## src/sv/blir_pkg.sv

```systemverilog
// ----------------------------------------------------------------------------
// blir_pkg
// Shared constants and types of the bounded list block.
// ----------------------------------------------------------------------------
`default_nettype none

package blir_pkg;

    localparam int CAPACITY_DEF = 16;
    localparam int VALUE_W      = 32;
    localparam int COUNT_W      = 5;

    localparam logic MODE_INSERT = 1'b0;
    localparam logic MODE_REMOVE = 1'b1;

    // write strobes from the sequencer to the list store
    typedef struct packed {
        logic entry_we;   // value and link of a new entry
        logic link_we;    // relink of a predecessor on remove
        logic free_we;    // push of a released slot
    } blir_we_t;

endpackage

`default_nettype wire

```

## src/sv/blir_if.sv

```systemverilog
// ----------------------------------------------------------------------------
// blir_req_if / blir_rsp_if
// Valid/ready channels of the bounded list block.
// ----------------------------------------------------------------------------
`default_nettype none

interface blir_req_if;
    logic               valid;
    logic               ready;
    logic               mode;
    logic signed [31:0] value;

    modport source (output valid, output mode, output value, input ready);
    modport sink   (input valid, input mode, input value, output ready);
endinterface

interface blir_rsp_if;
    logic       valid;
    logic       ready;
    logic       ok;
    logic [4:0] count;
    logic       empty_res;

    modport source (output valid, output ok, output count, output empty_res, input ready);
    modport sink   (input valid, input ok, input count, input empty_res, output ready);
endinterface

`default_nettype wire

```

## src/sv/blir_store.sv

```systemverilog
// ----------------------------------------------------------------------------
// blir_store
// Entry value and link memories plus the free-slot stack, registered reads.
// ----------------------------------------------------------------------------
`default_nettype none

module blir_store
    import blir_pkg::*;
#(
    parameter int CAPACITY = CAPACITY_DEF,
    localparam int SLOT_W  = $clog2(CAPACITY)
)
(
    input  wire logic                       clk,
    input  wire blir_we_t                   we,
    input  wire logic [SLOT_W-1:0]          entry_addr,
    input  wire logic signed [VALUE_W-1:0]  entry_value,
    input  wire logic [SLOT_W-1:0]          entry_link,
    input  wire logic [SLOT_W-1:0]          link_addr,
    input  wire logic [SLOT_W-1:0]          link_data,
    input  wire logic [SLOT_W-1:0]          rd_addr,
    output logic signed [VALUE_W-1:0]       rd_value,
    output logic [SLOT_W-1:0]               rd_link,
    input  wire logic [SLOT_W-1:0]          free_wr_addr,
    input  wire logic [SLOT_W-1:0]          free_wr_data,
    input  wire logic [SLOT_W-1:0]          free_rd_addr,
    output logic [SLOT_W-1:0]               free_rd_data
);

    logic signed [VALUE_W-1:0] value_mem [CAPACITY];
    logic [SLOT_W-1:0]         link_mem  [CAPACITY];
    logic [SLOT_W-1:0]         free_mem  [CAPACITY];

    logic [SLOT_W-1:0] link_wr_addr;
    logic [SLOT_W-1:0] link_wr_data;

    assign link_wr_addr = we.entry_we ? entry_addr : link_addr;
    assign link_wr_data = we.entry_we ? entry_link : link_data;

    always_ff @(posedge clk)
    begin
        if (we.entry_we)
        begin
            value_mem[entry_addr] <= entry_value;
        end
        rd_value <= value_mem[rd_addr];
    end

    always_ff @(posedge clk)
    begin
        if (we.entry_we || we.link_we)
        begin
            link_mem[link_wr_addr] <= link_wr_data;
        end
        rd_link <= link_mem[rd_addr];
    end

    always_ff @(posedge clk)
    begin
        if (we.free_we)
        begin
            free_mem[free_wr_addr] <= free_wr_data;
        end
        free_rd_data <= free_mem[free_rd_addr];
    end

endmodule

`default_nettype wire

```

## src/sv/bounded_list_insert_remove.sv

```systemverilog
// ----------------------------------------------------------------------------
// bounded_list_insert_remove
// Bounded singly linked list with head insert and remove by value.
// ----------------------------------------------------------------------------
// Usage:
//   req carries one item: mode (0 insert at head, 1 remove first match) and
//   a signed 32-bit value. rsp returns one item per request: ok, the entry
//   count after the operation and an empty flag.
//   A full-list insert or an empty-list remove goes straight to the done
//   state with ok low; an insert takes a recycled slot through a free-stack
//   read if one is free, else a never-used slot. A remove walks one entry per
//   cycle through the registered read port of the entry memories and stops
//   at the first match, or after count entries on a miss.
//   One item is in work at a time; req.ready is high only while idle.
//   The result sits in an output register; while rsp is stalled the next
//   item is still taken, and its result waits in the done state until the
//   output register frees up.
//   Reset clears count, head, free-stack depth and high-water mark at once;
//   entry memories need no clearing because every slot is written when it is
//   handed out, from the free stack first, else at the high-water mark.
// ----------------------------------------------------------------------------
`default_nettype none

module bounded_list_insert_remove
    import blir_pkg::*;
#(
    parameter int CAPACITY = CAPACITY_DEF
)
(
    input  wire logic clk,
    input  wire logic rst_n,
    blir_req_if.sink  req,
    blir_rsp_if.source rsp
);

    localparam int SLOT_W = $clog2(CAPACITY);
    localparam int CNT_W  = $clog2(CAPACITY + 1);
    localparam logic [CNT_W-1:0] CNT_ONE = CNT_W'(1);
    localparam logic [CNT_W-1:0] CNT_CAP = CNT_W'(CAPACITY);

    localparam logic [1:0] ST_IDLE = 2'd0;
    localparam logic [1:0] ST_POP  = 2'd1;
    localparam logic [1:0] ST_WALK = 2'd2;
    localparam logic [1:0] ST_DONE = 2'd3;

    logic [1:0]                state_reg, state_next;
    logic [CNT_W-1:0]          cnt_reg, cnt_next;
    logic [CNT_W-1:0]          hw_reg, hw_next;
    logic [CNT_W-1:0]          ftop_reg, ftop_next;
    logic [SLOT_W-1:0]         head_reg, head_next;
    logic [SLOT_W-1:0]         cur_reg, cur_next;
    logic [SLOT_W-1:0]         prev_reg, prev_next;
    logic [CNT_W-1:0]          n_reg, n_next;
    logic signed [VALUE_W-1:0] val_reg, val_next;
    logic                      fin_ok_reg, fin_ok_next;

    logic                      res_valid_reg;
    logic                      res_ok_reg;
    logic [COUNT_W-1:0]        res_count_reg;
    logic                      res_empty_reg;

    blir_we_t                  we;
    logic [SLOT_W-1:0]         entry_addr;
    logic signed [VALUE_W-1:0] entry_value;
    logic [SLOT_W-1:0]         rd_addr;
    logic signed [VALUE_W-1:0] rd_value;
    logic [SLOT_W-1:0]         rd_link;
    logic [SLOT_W-1:0]         free_rd_data;
    logic [CNT_W-1:0]          ftop_dec;
    logic [CNT_W-1:0]          n_inc;
    logic                      hit;
    logic                      accept;
    logic                      load_res;
    logic [CNT_W+COUNT_W-1:0]  cnt_wide;

    blir_store #(.CAPACITY(CAPACITY)) u_store (
        .clk          (clk),
        .we           (we),
        .entry_addr   (entry_addr),
        .entry_value  (entry_value),
        .entry_link   (head_reg),
        .link_addr    (prev_reg),
        .link_data    (rd_link),
        .rd_addr      (rd_addr),
        .rd_value     (rd_value),
        .rd_link      (rd_link),
        .free_wr_addr (ftop_reg[SLOT_W-1:0]),
        .free_wr_data (cur_reg),
        .free_rd_addr (ftop_dec[SLOT_W-1:0]),
        .free_rd_data (free_rd_data)
    );

    assign req.ready = (state_reg == ST_IDLE);
    assign accept    = req.valid && req.ready;
    assign ftop_dec  = ftop_reg - CNT_ONE;
    assign n_inc     = n_reg + CNT_ONE;
    assign hit       = (rd_value == val_reg);
    assign load_res  = (state_reg == ST_DONE) && (!res_valid_reg || rsp.ready);

    always_comb
    begin
        state_next  = state_reg;
        cnt_next    = cnt_reg;
        hw_next     = hw_reg;
        ftop_next   = ftop_reg;
        head_next   = head_reg;
        cur_next    = cur_reg;
        prev_next   = prev_reg;
        n_next      = n_reg;
        val_next    = val_reg;
        fin_ok_next = fin_ok_reg;
        we          = '0;
        entry_addr  = hw_reg[SLOT_W-1:0];
        entry_value = req.value;
        rd_addr     = head_reg;

        unique case (state_reg)
            ST_IDLE:
            begin
                if (accept)
                begin
                    val_next = req.value;
                    if (req.mode == MODE_INSERT)
                    begin
                        if (cnt_reg == CNT_CAP)
                        begin
                            fin_ok_next = 1'b0;
                            state_next  = ST_DONE;
                        end
                        else if (ftop_reg != '0)
                        begin
                            state_next = ST_POP;
                        end
                        else
                        begin
                            // never-used slot at the high-water mark
                            we.entry_we = 1'b1;
                            head_next   = hw_reg[SLOT_W-1:0];
                            hw_next     = hw_reg + CNT_ONE;
                            cnt_next    = cnt_reg + CNT_ONE;
                            fin_ok_next = 1'b1;
                            state_next  = ST_DONE;
                        end
                    end
                    else
                    begin
                        if (cnt_reg == '0)
                        begin
                            fin_ok_next = 1'b0;
                            state_next  = ST_DONE;
                        end
                        else
                        begin
                            cur_next   = head_reg;
                            n_next     = '0;
                            state_next = ST_WALK;
                        end
                    end
                end
            end
            ST_POP:
            begin
                we.entry_we = 1'b1;
                entry_addr  = free_rd_data;
                entry_value = val_reg;
                head_next   = free_rd_data;
                ftop_next   = ftop_dec;
                cnt_next    = cnt_reg + CNT_ONE;
                fin_ok_next = 1'b1;
                state_next  = ST_DONE;
            end
            ST_WALK:
            begin
                rd_addr = rd_link;
                if (hit)
                begin
                    if (n_reg == '0)
                    begin
                        head_next = rd_link;
                    end
                    else
                    begin
                        we.link_we = 1'b1;
                    end
                    we.free_we  = 1'b1;
                    ftop_next   = ftop_reg + CNT_ONE;
                    cnt_next    = cnt_reg - CNT_ONE;
                    fin_ok_next = 1'b1;
                    state_next  = ST_DONE;
                end
                else if (n_inc == cnt_reg)
                begin
                    fin_ok_next = 1'b0;
                    state_next  = ST_DONE;
                end
                else
                begin
                    prev_next = cur_reg;
                    cur_next  = rd_link;
                    n_next    = n_inc;
                end
            end
            ST_DONE:
            begin
                if (load_res)
                begin
                    state_next = ST_IDLE;
                end
            end
            default:
            begin
                state_next = ST_IDLE;
            end
        endcase
    end

    always_ff @(posedge clk or negedge rst_n)
    begin
        if (!rst_n)
        begin
            state_reg     <= ST_IDLE;
            cnt_reg       <= '0;
            hw_reg        <= '0;
            ftop_reg      <= '0;
            head_reg      <= '0;
            res_valid_reg <= 1'b0;
        end
        else
        begin
            state_reg <= state_next;
            cnt_reg   <= cnt_next;
            hw_reg    <= hw_next;
            ftop_reg  <= ftop_next;
            head_reg  <= head_next;
            if (load_res)
            begin
                res_valid_reg <= 1'b1;
            end
            else if (rsp.ready)
            begin
                res_valid_reg <= 1'b0;
            end
        end
    end

    assign cnt_wide = {{COUNT_W{1'b0}}, cnt_reg};

    always_ff @(posedge clk)
    begin
        cur_reg    <= cur_next;
        prev_reg   <= prev_next;
        n_reg      <= n_next;
        val_reg    <= val_next;
        fin_ok_reg <= fin_ok_next;
        if (load_res)
        begin
            res_ok_reg    <= fin_ok_reg;
            res_count_reg <= cnt_wide[COUNT_W-1:0];
            res_empty_reg <= (cnt_reg == '0);
        end
    end

    assign rsp.valid     = res_valid_reg;
    assign rsp.ok        = res_ok_reg;
    assign rsp.count     = res_count_reg;
    assign rsp.empty_res = res_empty_reg;

endmodule

`default_nettype wire
```

## src/flat_wrapper.sv

```systemverilog
// flat-port wrapper written by rule: the top's interface ports become plain ports
module bounded_list_insert_remove_flat import blir_pkg::*;
#(
    parameter int CAPACITY = CAPACITY_DEF
)
  (clk, rst_n, req_valid, req_mode, req_value, req_ready, rsp_valid, rsp_ok, rsp_count, rsp_empty_res, rsp_ready);
  blir_req_if req_i ();
  blir_rsp_if rsp_i ();
  input  wire logic clk;
  input  wire logic rst_n;
  input wire logic [$bits(req_i.valid)-1:0] req_valid;
  input wire logic [$bits(req_i.mode)-1:0] req_mode;
  input wire logic [$bits(req_i.value)-1:0] req_value;
  output wire logic [$bits(req_i.ready)-1:0] req_ready;
  output wire logic [$bits(rsp_i.valid)-1:0] rsp_valid;
  output wire logic [$bits(rsp_i.ok)-1:0] rsp_ok;
  output wire logic [$bits(rsp_i.count)-1:0] rsp_count;
  output wire logic [$bits(rsp_i.empty_res)-1:0] rsp_empty_res;
  input wire logic [$bits(rsp_i.ready)-1:0] rsp_ready;
  assign req_i.valid = req_valid;
  assign req_i.mode = req_mode;
  assign req_i.value = req_value;
  assign req_ready = req_i.ready;
  assign rsp_valid = rsp_i.valid;
  assign rsp_ok = rsp_i.ok;
  assign rsp_count = rsp_i.count;
  assign rsp_empty_res = rsp_i.empty_res;
  assign rsp_i.ready = rsp_ready;
  bounded_list_insert_remove #(.CAPACITY(CAPACITY)) u_core (.clk(clk), .rst_n(rst_n), .req(req_i), .rsp(rsp_i));
endmodule
```

## config.mk

```make
export PLATFORM = sky130hd
export DESIGN_NAME = bounded_list_insert_remove_flat
export DESIGN_NICKNAME = d
export VERILOG_FILES = /design/src/sv/blir_pkg.sv /design/src/sv/blir_if.sv /design/src/sv/blir_store.sv /design/src/sv/bounded_list_insert_remove.sv /design/src/flat_wrapper.sv
export SDC_FILE = /design/constraint.sdc
export NUM_CORES = 1
export LEC_CHECK = 0
export BUFFER_PORTS_ARGS = -buffer_cell sky130_fd_sc_hd__buf_4
export CORE_MARGIN = 2
export CORE_UTILIZATION = 63
export DETAILED_ROUTE_END_ITERATION = 10
export PLACE_DENSITY_LB_ADDON = 0.1
export SYNTH_ARGS = -nofsm -noshare
export SYNTH_HDL_FRONTEND = slang
export SYNTH_SLANG_ARGS = --single-unit
```

## constraint.sdc

```tcl
create_clock -name clk -period 4.6 [get_ports clk]
set_input_delay 0.23 -clock clk [delete_from_list [all_inputs] [get_ports clk]]
set_output_delay 0.23 -clock clk [all_outputs]
set_load 0.02 [all_outputs]
```

======== After elaboration in Yosys (flattened, before gate mapping) ========
Memories as Yosys holds them, arrays and structs flattened. A register that Yosys moved wholly into a read port is not among the register bits.
Index checks and enable logic that the tools add are counted.
storage, ports and cells
  logic and storage cells ................. 135
  output and inout bits ................... 9
  input bits .............................. 37
  bits in registers ....................... 75
  bits in writable memories ............... 640
  memories kept ........................... 3
cells by class
  add/subtract/negate cells ............... 6
  bitwise operators ....................... 5
  reductions and logical operators ........ 22
  muxes and demuxes ....................... 65
  equal/unequal tests ..................... 20
memories
  memory                    words  width  rd ports  clocked after memory_dff  write ports  line              source
  u_core.u_store.value_mem  16     32     1         1                         1            blir_store.sv:30  logic signed [VALUE_W-1:0] value_mem [CAPACITY];
  u_core.u_store.free_mem   16     4      1         1                         1            blir_store.sv:32  logic [SLOT_W-1:0] free_mem [CAPACITY];
  u_core.u_store.link_mem   16     4      1         1                         1            blir_store.sv:31  logic [SLOT_W-1:0] link_mem [CAPACITY];
operators by type and width
  cell                                              count
  2-to-1 mux 4 bit                                  15
  2-to-1 mux 5 bit                                  11
  equality test 32 bit                              1
  2-to-1 mux 32 bit                                 1
  2-to-1 mux 1 bit                                  21
  adder 5 x 1 -> 5 bit, second input constant       4
  one-hot mux 5 bit (2 select lines)                2
  2-to-1 mux 2 bit                                  9
  != test 2 bit, second input constant              8
  one-hot mux 5 bit (3 select lines)                1
  one-hot mux 4 bit (3 select lines)                1
  AND reduction 6 bit                               2
  logical NOT 5 bit                                 2
  AND reduction 5 bit                               2
  subtractor 5 x 1 -> 5 bit, second input constant  2
  one-hot mux 2 bit (4 select lines)                1
  one-hot mux 4 bit (2 select lines)                1
  AND reduction 7 bit                               1
  != test 2 x 1 -> 1 bit, second input constant     3
  AND reduction 3 bit                               2
  nonzero test 2 bit                                3
  equality test 5 bit                               1
  equality test 5 bit, second input constant        1
  NOT 1 bit                                         5
  other kinds (14)                                  18

======== Logic depth before layout (Yosys ltp) ========
Gate-level depths: netlist (run 1).
  depth in word-level cells ............... 9
  gate-level depth with buffers ........... 11
  depth with buffers taken out ............ 10

======== Hierarchy ========
Synthesis (run 1) repeated with hierarchy kept, for this count alone.
second synthesis, totals
  cells, all modules ...................... 1419
  area total of the unflattened synthesis .. 29164.2 sq um
modules (own cells, without submodules)
  module                      cells each  instances  area each (sq um)  sequential area each (sq um)
  blir_store                  1108        1          25136.6            20019.2
  bounded_list_insert_remove  311         1          4027.6             2117.0

======== Worst setup path after synthesis (run 1) ========
OpenSTA, ideal clock, no wires.
  path kind ............................... register to register
  start point ............................. register u_core.ftop_reg[0]
  end point ............................... memory u_core.u_store.value_mem[7][0], enable pin
  setup time .............................. 0.425 ns
  cell stages (with the launch flop) ...... 9
  period minus slack after synthesis ...... 4.022 ns
  arrival time ............................ 3.598 ns
  path slack .............................. 0.578 ns
  data required time ...................... 4.175 ns
  path buffers ............................ 2
  cell sequence ........................... dfrtp_1 buf_1 inv_1 ha_1 or4b_4 a2111oi_4 buf_4 a32oi_1 nor2b_1
between the ends
  cells in the longest elaborated chain, start to end .. 8
ends and longest elaborated chain
  item                                    line                               source
  start, declared                         bounded_list_insert_remove.sv:49   logic [CNT_W-1:0] ftop_reg, ftop_next;
  start signal, assigned                  bounded_list_insert_remove.sv:233  ftop_reg <= ftop_next;
  nonzero test 5 bit                      bounded_list_insert_remove.sv:130  else if (ftop_reg != '0)
  2-to-1 mux 1 bit                        bounded_list_insert_remove.sv:130
  2-to-1 mux 1 bit                        bounded_list_insert_remove.sv:125  if (cnt_reg == CNT_CAP)
  2-to-1 mux 1 bit                        bounded_list_insert_remove.sv:123  if (req.mode == MODE_INSERT)
  2-to-1 mux 1 bit                        bounded_list_insert_remove.sv:120  if (accept)
  one-hot mux 1 bit (2 select lines)      bounded_list_insert_remove.sv:117  unique case (state_reg)
  2-to-1 mux 1 bit                        blir_store.sv:42                   if (we.entry_we)
  2-to-1 mux 1 bit (not written as such)  blir_store.sv:44                   value_mem[entry_addr] <= entry_value;
  end, declared                           blir_store.sv:30
Every way passes these cells.

======== Final worst setup path (run 1) ========
  start point ............................. register u_core.val_reg[10]
  end point ............................... memory u_core.u_store.free_mem[5][2] (netlist name), enable pin
between the ends
  cells in the longest elaborated chain, start to end .. 5
ends and longest elaborated chain
  item                                    line                               source
  start, declared                         bounded_list_insert_remove.sv:54   logic signed [VALUE_W-1:0] val_reg, val_next;
  start signal, assigned                  bounded_list_insert_remove.sv:253  val_reg <= val_next;
  equality test 32 bit                    bounded_list_insert_remove.sv:97   assign hit = (rd_value == val_reg);
  2-to-1 mux 2 bit                        bounded_list_insert_remove.sv:175  if (hit)
  2-to-1 mux 2 bit                        bounded_list_insert_remove.sv:117
  2-to-1 mux 1 bit                        blir_store.sv:60                   if (we.free_we)
  2-to-1 mux 1 bit (not written as such)  blir_store.sv:62                   free_mem[free_wr_addr] <= free_wr_data;
  end, declared                           blir_store.sv:32
Every way passes these cells.

==> impl_metrics.ini, run 1 <==
[placed_design]
hpwl_um = 39800
postPlaceCellArea_mm2 = 0.0315
routability_congestion_estimate_from_global_placement = 0.853
port_buffers = 45

[run_status]
run_status = finished, final reports clean

[power]
power.ir.vdd_worst_mv = 0.563
power.switching_mw = 9.44
combinationalPowerShare_pct = 37.4
internal-power_mw = 15.8
power_density_mw_per_mm2 = 734
clkPwrFrac_pct = 24.8
leakage_power_nw = 12.0
seqPwrFrac_pct = 37.7
power.switching_fraction_pct = 37.5

[synthesis]
post_synth.cell_area_avg_um2 = 13.4
async_flop_share_pct = 2.79
synth_cell_area_mm2 = 0.0302
ys.flop_type = edfxtp_1
synthTopCellsByCount = edfxtp_1, nand2_1, nand3_1
synth-warning-count = 0
top_post_synthesis_cells_by_area = edfxtp_1, nand2_1, nand3_1, dfxtp_1, a311oi_1
synth_top_area_share_pct = 68.8
number_of_enable_type_register_cells_in_the_synthesized_netlist = 693
netlist.top_cell.by_area = edfxtp_1
syn-instance-count = 2260
synth.most_common_cell = edfxtp_1
synthDistinctLibCells = 63
syn_nets = 2314
synth_seq_cells = 754
seq_area_frac_synth_pct = 73.2

[sta]
achievable-frequency_mhz = 258
hold_viol_final = 0
setup-tns-final_ps = 0
fin_crit_ps = 3870
max_slew.worst_pin.slew_ps = 1110
rsz0062_at_grt = no
slew-limit-headroom_pct = 26.2
period_utilization_post_route_pct = 84.1
final.setup_skew_ps = 11.4
setup_viol = 0
finalMaxSlewViolations = 0

[die]
io_pins = 46
coreArea_mm2 = 0.0475
floorplan.rows = 80
die_width_um = 223
start_util_pct = 63.6
die_area_mm2 = 0.0498
fp.dieH_um = 223

[routing]
drt-wirelength-per-cell_um = 23.6
dr.first_iter.drc_count = 2369
detail-route-antenna-nets = 0
vias_per_cell = 6.22
num_vias = 18730
sum_of_routed_wire_length_over_all_layers_um = 71100
drc_errors = 0
drt-pass1-iter-count = 5

[setup_path]
crit_fanout = 8
worstSetupEndpointType = register
timing.reg2reg.worst_path_depth = 6
worstSetupPathType = reg -> reg
crit_required_ps = 4840
critPathArrivalTime_ps = 4110
worstSetupStartpointType = register

[layout]
post-route-cell-area_mm2 = 0.0343
layout-drive-gt1-share_pct = 12.8
top_register = u_core.u_store.value_mem
design.final.nets = 2391
layout-area-overhead-vs-synth_pct = 13.6
largest_register_ff_count = 512
fillCellCount = 3096
insertedDiodeCount = 0
reg.largest.list = u_core.u_store.value_mem (512), u_core.u_store.free_mem (64), u_core.u_store.link_mem (64)

[clock_network]
cts_sinks = 754
clk_latency_ps = 600
postCtsHoldBufs = 34
htreeDepth = 3
cts.reportedPaths.clkPinSlew_ps = 60
cts_tree = done
cts_max_path_buffers = 3
cts.repair.resized = 0
cts_post_setup_buffers_inserted = 0
cts_root_buf = clkbuf_16
number_of_buffers_created_by_cts = 76

[global_routing]
grt_pass1_wl_um = 109000
number_of_antenna_violations_at_the_first_check_in_global_routing = 0
number_of_global_route_vias_before_repair = 18288
congestion_overflow_gr = 0
grt_start_max_net_pins = 136
gr-usage-all-layers_pct = 29.0

[hold_path]
worst_hold_path_type = in -> async

[run]
max_cap_violations = 0
[cells by family (layout without fill, tap and decap cells)]
group,count (synthesis),count (layout),share of synthesized area (%)
adder cells (fa/ha/maj),17,17,0.728
multiplexers,66,66,3.22
XOR/XNOR,54,54,1.56
buffers and inverters,160,297,2.04
AND/OR/NAND/NOR,1042,1042,15.0
flip-flops,754,754,73.2
AO/OA/AOI/OAI,167,167,4.27
[layout by cell type (no fill, tap or decap), types with 3 or more instances in the layout]
cell type	instances
nor2b_1	5
xor2_1	37
dfrtp_1	21
dfxtp_1	40
o21ai_0	7
nor2_4	13
o41ai_1	4
ha_1	15
nor4_1	9
nand2b_1	5
nor2_1	45
clkbuf_1	22
nand3_1	298
nor3_1	6
xnor2_1	17
clkinv_1	7
bufinv_16	8
edfxtp_1	693
clkbuf_8	6
inv_2	3
a21oi_1	11
dlygate4sd3_1	34
inv_1	22
a311oi_1	72
o21ai_1	5
buf_12	7
and3_1	42
nand4_1	5
a31oi_1	44
and2_1	3
mux4_2	20
clkbuf_16	81
clkinv_2	13
nand2_1	601
buf_4	91
mux2_2	42
[path summary, 6_finish.rpt]
path / from / endpoint / slack, ps
worst max-delay path: u_core.val_reg[10]$_DFFE_PP_ / u_core.u_store.free_mem[5][2]$_DFFE_PP_ / 730
worst min-delay path: rst_n / u_core.ftop_reg[0]$_DFFE_PN0P_ / 60
worst max register to register: u_core.val_reg[10]$_DFFE_PP_ / u_core.u_store.free_mem[5][2]$_DFFE_PP_ / 730
worst min register to register: u_core.fin_ok_reg$_DFFE_PP_ / u_core.rsp.ok$_DFFE_PP_ / 450
max in group asynchronous: rst_n / u_core.state_reg[1]$_DFFE_PN0P_ / 4290
min in group clk: req_mode / u_core.fin_ok_reg$_DFFE_PP_ / 130
[worst max-delay path, stage by stage, from the launching register on]
cell      delay [ps]
edfxtp_1         430
xor2_1           180
nor4_1           800
nand4_1          660
nor2_1           590
nand2_1          250
nor3_1           600
[metal layers]
metal / vias to the layer above / wire length (µm) / GRT usage (%)
met5: - / 0 / 0
met4: 0 / 1850 / 8.88
met3: 117 / 6000 / 5.10
met2: 855 / 33400 / 45.6
met1: 9293 / 29800 / 42.1
li1: 8465 / - / -
[layout make-up]
class	count	area (µm²)	share of cell area, %
clock inverters	29	339	0.987
multi-input cells	1346	7630	22.2
inverters	27	111	0.324
well taps	615	769	2.24
repair buffers	132	1160	3.39
clock buffers	109	2190	6.38
flip-flops and latches	754	22100	64.5
[metrics by stage]
step	setup WS (ps)	hold WS, ps	power, mW	util, %	instances
floorplan	578	-65.6	15.8	-	2260
global placement	741	144	18.8	66.2	2840
detailed placement	820	149	18.9	66.2	2840
CTS	804	41.6	25.2	72.2	3012
global route	393	63.6	26.5	72.2	3012
finish	730	61.0	25.2	72.2	3012
[power by group through the flow]
stage	logic, mW	clock network, mW	registers (mW)
after floorplan	6.34	0	9.47
final	9.43	6.26	9.51
after detailed placement	9.31	0	9.63
after global placement	9.16	0	9.60
after CTS	9.42	6.32	9.50
after global routing	10.3	6.59	9.57
(Power assumes the default switching activity.)
==> run 2, diff against run 1 <==
==> constraint.sdc (replaced) <==
create_clock -name clk -period 3.65 [get_ports clk]
set_input_delay 0.1825 -clock clk [delete_from_list [all_inputs] [get_ports clk]]
set_output_delay 0.1825 -clock clk [all_outputs]
set_load 0.02 [all_outputs]
==> impl_metrics.ini, run 2 (synthesized netlist as in run 1, its figures left out) <==
[power]
clkPwrFrac_pct = 23.1
post-layout-total-power_mw = 31.9
power_density_mw_per_mm2 = 922
combinationalPowerShare_pct = 39.5
leakage_power_nw = 12.1
power.switching_fraction_pct = 38.3
power.ir.vdd_worst_mv = 0.617
internal-power_mw = 19.7
seqPwrFrac_pct = 37.4
power.switching_mw = 12.2

[layout]
design.final.nets = 2414
final_common_cell = edfxtp_1
layout-area-overhead-vs-synth_pct = 14.3
mostFrequentLayoutCells = edfxtp_1, nand2_1, nand3_1
layout-drive-gt1-share_pct = 13.4
largest_register_ff_count = 512
insertedDiodeCount = 0
top_register = u_core.u_store.value_mem
fin_cells = 3035
reg.largest.list = u_core.u_store.value_mem (512), u_core.u_store.free_mem (64), u_core.u_store.link_mem (64)

[run]
max_cap_violations = 0

[die]
floorplan.rows = 80
fp.dieH_um = 223
die_area_mm2 = 0.0498
io_pins = 46
start_util_pct = 63.6
die_width_um = 223
coreArea_mm2 = 0.0475

[sta]
slew-limit-headroom_pct = 25.8
period_utilization_post_route_pct = 95.6
final.setup_skew_ps = 15.1
finalMaxSlewViolations = 0
hold_viol_final = 0
fin_crit_ps = 3490
setup_viol = 0
rsz0062_at_grt = no
max_slew.worst_pin.slew_ps = 1110
achievable-frequency_mhz = 287

[hold_path]
min_path_cells = 5
timing.hold.worst.start = req_valid
worst_hold_path_type = in -> reg
hold_end = u_core.cnt_reg[4]$_DFFE_PN0P_

[setup_path]
crit_fanout = 13
worstSetupStartpointType = register
timing.reg2reg.worst_path_depth = 7
crit_required_ps = 3960
timing.rr.start = u_core.ftop_reg[1]$_DFFE_PN0P_
critPathArrivalTime_ps = 3800
rrSetupSlack_ps = 160
worst_r2r_dst = u_core.u_store.link_mem[11][1]$_DFFE_PP_
worstSetupPathType = reg -> reg
worstSetupEndpointType = register
critPathLaunch = u_core.ftop_reg[1]$_DFFE_PN0P_

[clock_network]
cts_sinks = 754
cts_tree = done
cts_post_setup_buffers_inserted = 0
postCtsHoldBufs = 36
number_of_buffers_created_by_cts = 75
cts.repair.resized = 0
cts_root_buf = clkbuf_16
cts.reportedPaths.clkPinSlew_ps = 60
cts_max_path_buffers = 3
htreeDepth = 3
clk_latency_ps = 620

[placed_design]
routability_congestion_estimate_from_global_placement = 0.846
dp_cells = 2862
port_buffers = 45
hpwl_um = 42000

[routing]
dr.first_iter.drc_count = 2367
drt-wirelength-per-cell_um = 24.1
sum_of_routed_wire_length_over_all_layers_um = 73200
detail-route-antenna-nets = 0
num_vias = 19081
vias_per_cell = 6.29
drt-pass1-iter-count = 5
drc_errors = 0

[global_routing]
grt_start_max_net_pins = 73
gr-usage-all-layers_pct = 29.6
grt_pass1_wl_um = 110000
number_of_global_route_vias_before_repair = 18560
congestion_overflow_gr = 0
number_of_antenna_violations_at_the_first_check_in_global_routing = 0

[run_status]
run_status = finished, final reports clean
## run 2: changes by cell type in the layout (fill, tap and decap cells not counted), sizes merged
cell | previous run | this run
buf | 98 | 120
clkbuf | 109 | 114
clkinv | 20 | 18
bufinv | 8 | 2
dlygate4sd3 | 34 | 36
inv | 27 | 29
## run 2: area by class of cell
type / count / area (µm²)
tap: 615 / 769
sequential: 754 / 22100
timing repair buffer: 156 / 1570
inverter: 27 / 111
clock inverter: 23 / 171
clock buffer: 114 / 2180
fill: 3011 / 13000
multi-input combinational: 1346 / 7630
## run 2: worst max-delay path: stages (launching register included)
cell	delay, ps
dfrtp_1	470
inv_1	160
ha_1	220
or4b_4	520
a2111oi_4	580
nor2_1	360
a31oi_1	620
nor2_1	260
## run 2: through the flow
| step | setup WS (ps) | util [%] | TNS [ps] | cell area (µm²) | hold WS (ps) |
|---|---|---|---|---|---|
| floorplan | -372 | - | -33270 | 30300 | -113 |
| global placement | 366 | 67.0 | 0 | 31900 | 92.6 |
| detailed placement | 298 | 67.0 | 0 | 31900 | 98.8 |
| CTS | 225 | 72.7 | 0 | 34600 | 42.9 |
| global route | 61.1 | 72.7 | 0 | 34600 | 58.1 |
| finish | 161 | 72.7 | 0 | 34600 | 67.4 |
## run 2: how the worst max path moves through the flow
stage          slack [ps]                                       end
2_1_floorplan        -370  u_core.u_store.value_mem[7][0]$_DFFE_PP_
3_3_place_gp          370   u_core.u_store.free_mem[1][1]$_DFFE_PP_
3_5_place_dp          300  u_core.u_store.link_mem[11][2]$_DFFE_PP_
4_1_cts               230  u_core.u_store.link_mem[11][1]$_DFFE_PP_
5_1_grt                60  u_core.u_store.link_mem[11][1]$_DFFE_PP_
6_report              160  u_core.u_store.link_mem[11][1]$_DFFE_PP_
## run 2: power by group through the flow
stage          clock network, mW  registers [mW]  logic (mW)
2_1_floorplan                  0            11.9        8.01
5_1_grt                     7.72            12.0        13.6
4_1_cts                     7.44            11.9        12.5
3_5_place_dp                   0            12.1        12.4
6_report                    7.37            11.9        12.6
3_3_place_gp                   0            12.1        12.1
## run 2: routing by layer
metal	global-route usage (%)	share of wire, %
met1	41.8	41
met5	0	0
met2	48.0	48
met3	4.90	8.3
met4	9.48	2.7
==> run 3, diff against run 2 <==
--- a/config.mk
+++ b/config.mk
@@ -6,8 +6,10 @@
 export NUM_CORES = 1
 export LEC_CHECK = 0
 export BUFFER_PORTS_ARGS = -buffer_cell sky130_fd_sc_hd__buf_4
+export CELL_PAD_IN_SITES_DETAIL_PLACEMENT = 1
+export CELL_PAD_IN_SITES_GLOBAL_PLACEMENT = 1
 export CORE_MARGIN = 2
-export CORE_UTILIZATION = 63
+export CORE_UTILIZATION = 52
 export DETAILED_ROUTE_END_ITERATION = 10
 export PLACE_DENSITY_LB_ADDON = 0.1
 export SYNTH_ARGS = -nofsm -noshare
==> impl_metrics.ini, run 3 (synthesized netlist as in run 1, its figures left out) <==
[placed_design]
dp_cells = 3022
dp_worst_setup_slack_ps = 83.4
hpwl_um = 48000
port_buffers = 45
routability_congestion_estimate_from_global_placement = 0.819
postPlaceCellArea_mm2 = 0.0321

[power]
power_density_mw_per_mm2 = 933
power.ir.vdd_worst_mv = 0.568
post-layout-total-power_mw = 32.7
leakage_power_nw = 12.2

[sta]
hold_viol_final = 0
slew-limit-headroom_pct = 26.4
period_utilization_post_route_pct = 92.8
fin_hold_ws_ps = 70.3
rsz0062_at_grt = no
max_slew.worst_pin.slew_ps = 1090
achievable-frequency_mhz = 295
setup-tns-final_ps = 0
fin_crit_ps = 3390
final.setup_skew_ps = 13.7
finalMaxSlewViolations = 0
setup_viol = 0
final_setup_slack_of_the_worst_path_ps = 263

[setup_path]
critPathArrivalTime_ps = 3620
timing.rr.start = u_core.val_reg[19]$_DFFE_PP_
crit_required_ps = 3890
rrSetupSlack_ps = 260
worstSetupPathType = reg -> reg
worstSetupStartpointType = register
crit_fanout = 8
critPathLaunch = u_core.val_reg[19]$_DFFE_PP_
worstSetupEndpointType = register
worst_r2r_dst = u_core.u_store.free_mem[1][2]$_DFFE_PP_
timing.reg2reg.worst_path_depth = 5

[hold_path]
min_path_cells = 5
worst_hold_path_type = in -> reg
timing.hold.worst.start = req_valid
hold_end = u_core.cnt_reg[4]$_DFFE_PN0P_

[die]
die_width_um = 245
coreArea_mm2 = 0.0576
io_pins = 46
start_util_pct = 52.5
fp.dieH_um = 245
floorplan.rows = 88
die_area_mm2 = 0.0601

[routing]
met1Wirelength_um = 34300
num_vias = 19083
dr.first_iter.drc_count = 1356
detail-route-antenna-nets = 0
vias_per_cell = 5.96
sum_of_routed_wire_length_over_all_layers_um = 82400
drt-wirelength-per-cell_um = 25.7
routed-wl-met2_um = 41100
sum_of_met3_wire_segment_lengths_after_detailed_routing_um = 4230
uppermost_routed_layer = met4
drt-pass1-iter-count = 7
drc_errors = 0

[layout]
layout-drive-gt1-share_pct = 14.2
top_register = u_core.u_store.value_mem
final_common_cell = edfxtp_1
area_occupied_by_multi_input_gates_mm2 = 0.00767
fin_cells = 3201
final_core_utilization_pct = 60.8
regArea_mm2 = 0.0221
fillCellCount = 5469
design.final.nets = 2429
post-route-cell-area_mm2 = 0.0350
mostFrequentLayoutCells = edfxtp_1, nand2_1, nand3_1
layout-area-overhead-vs-synth_pct = 15.8
reg.largest.list = u_core.u_store.value_mem (512), u_core.u_store.free_mem (64), u_core.u_store.link_mem (64)
largest_register_ff_count = 512

[clock_network]
number_of_buffers_created_by_cts = 78
cts.reportedPaths.clkPinSlew_ps = 60
cts_root_buf = clkbuf_16
cts_sinks = 754
htreeDepth = 3
clk_latency_ps = 610
cts_max_path_buffers = 3
cts_tree = done

[global_routing]
number_of_global_route_vias_before_repair = 20508
gr-usage-all-layers_pct = 27.9
grt_start_max_net_pins = 102
congestion_overflow_gr = 0
grt_pass1_wl_um = 125000
number_of_antenna_violations_at_the_first_check_in_global_routing = 1

[run]
max_cap_violations = 0

[run_status]
run_status = finished, final reports clean
[run 3: cell count changes in the layout (fill, tap and decap cells not counted), sizes merged]
cell / delta
clkbuf: -5
diode: +1
clkinv: +5
bufinv: +5
buf: +12
inv: -2
[run 3: worst max-delay path by stage]
stage / to / slack [ps] / depth (start not counted)
final: u_core.u_store.free_mem[1][2]$_DFFE_PP_ / 260 / 5
after global routing: u_core.u_store.free_mem[1][2]$_DFFE_PP_ / 120 / 5
after CTS: u_core.u_store.link_mem[0][2]$_DFFE_PP_ / 10 / 9
after detailed placement: u_core.u_store.link_mem[6][2]$_DFFE_PP_ / 80 / 8
after global placement: u_core.u_store.free_mem[1][1]$_DFFE_PP_ / 190 / 5
after floorplan: u_core.u_store.value_mem[7][0]$_DFFE_PP_ / -370 / 8
[run 3: per-layer routing]
layer  global-route usage [%]  vias to the layer above
li1                         -                     8544
met1                     36.4                     9810
met2                     47.4                      574
met3                     3.98                      155
met4                     10.9                        0
met5                        0                        -
[run 3: timing repair]
action                                  in CTS  in global routing
endpoints found under the setup margin      32                 85
buffers inserted                             0                  2
gates resized for setup                      2                  6
hold buffers                                36                  0
hold endpoints to repair                    54                  0
pin swaps                                    0                  1
[run 3: power breakdown]
part / leakage, nW / internal, mW / switching, mW
combinational: 4.18 / 4.14 / 8.69
clock: 1.22 / 4.64 / 3.21
sequential: 6.85 / 11.3 / 0.660
[run 3: final cells by class]
class / count / area share [%]
Antenna cell: 1 / 0.00715
Clock buffer: 109 / 6.20
Clock inverter: 31 / 0.915
Inverter: 27 / 0.318
Multi-Input combinational cell: 1346 / 21.9
Sequential cell: 754 / 63.2
Tap cell: 765 / 2.73
Timing Repair Buffer: 168 / 4.72
[run 3: critical path: stages (launching register included)]
cell,delay [ps]
edfxtp_1,420
xor2_1,250
nor4_1,630
nand4_2,570
or3_1,620
nor3_1,520
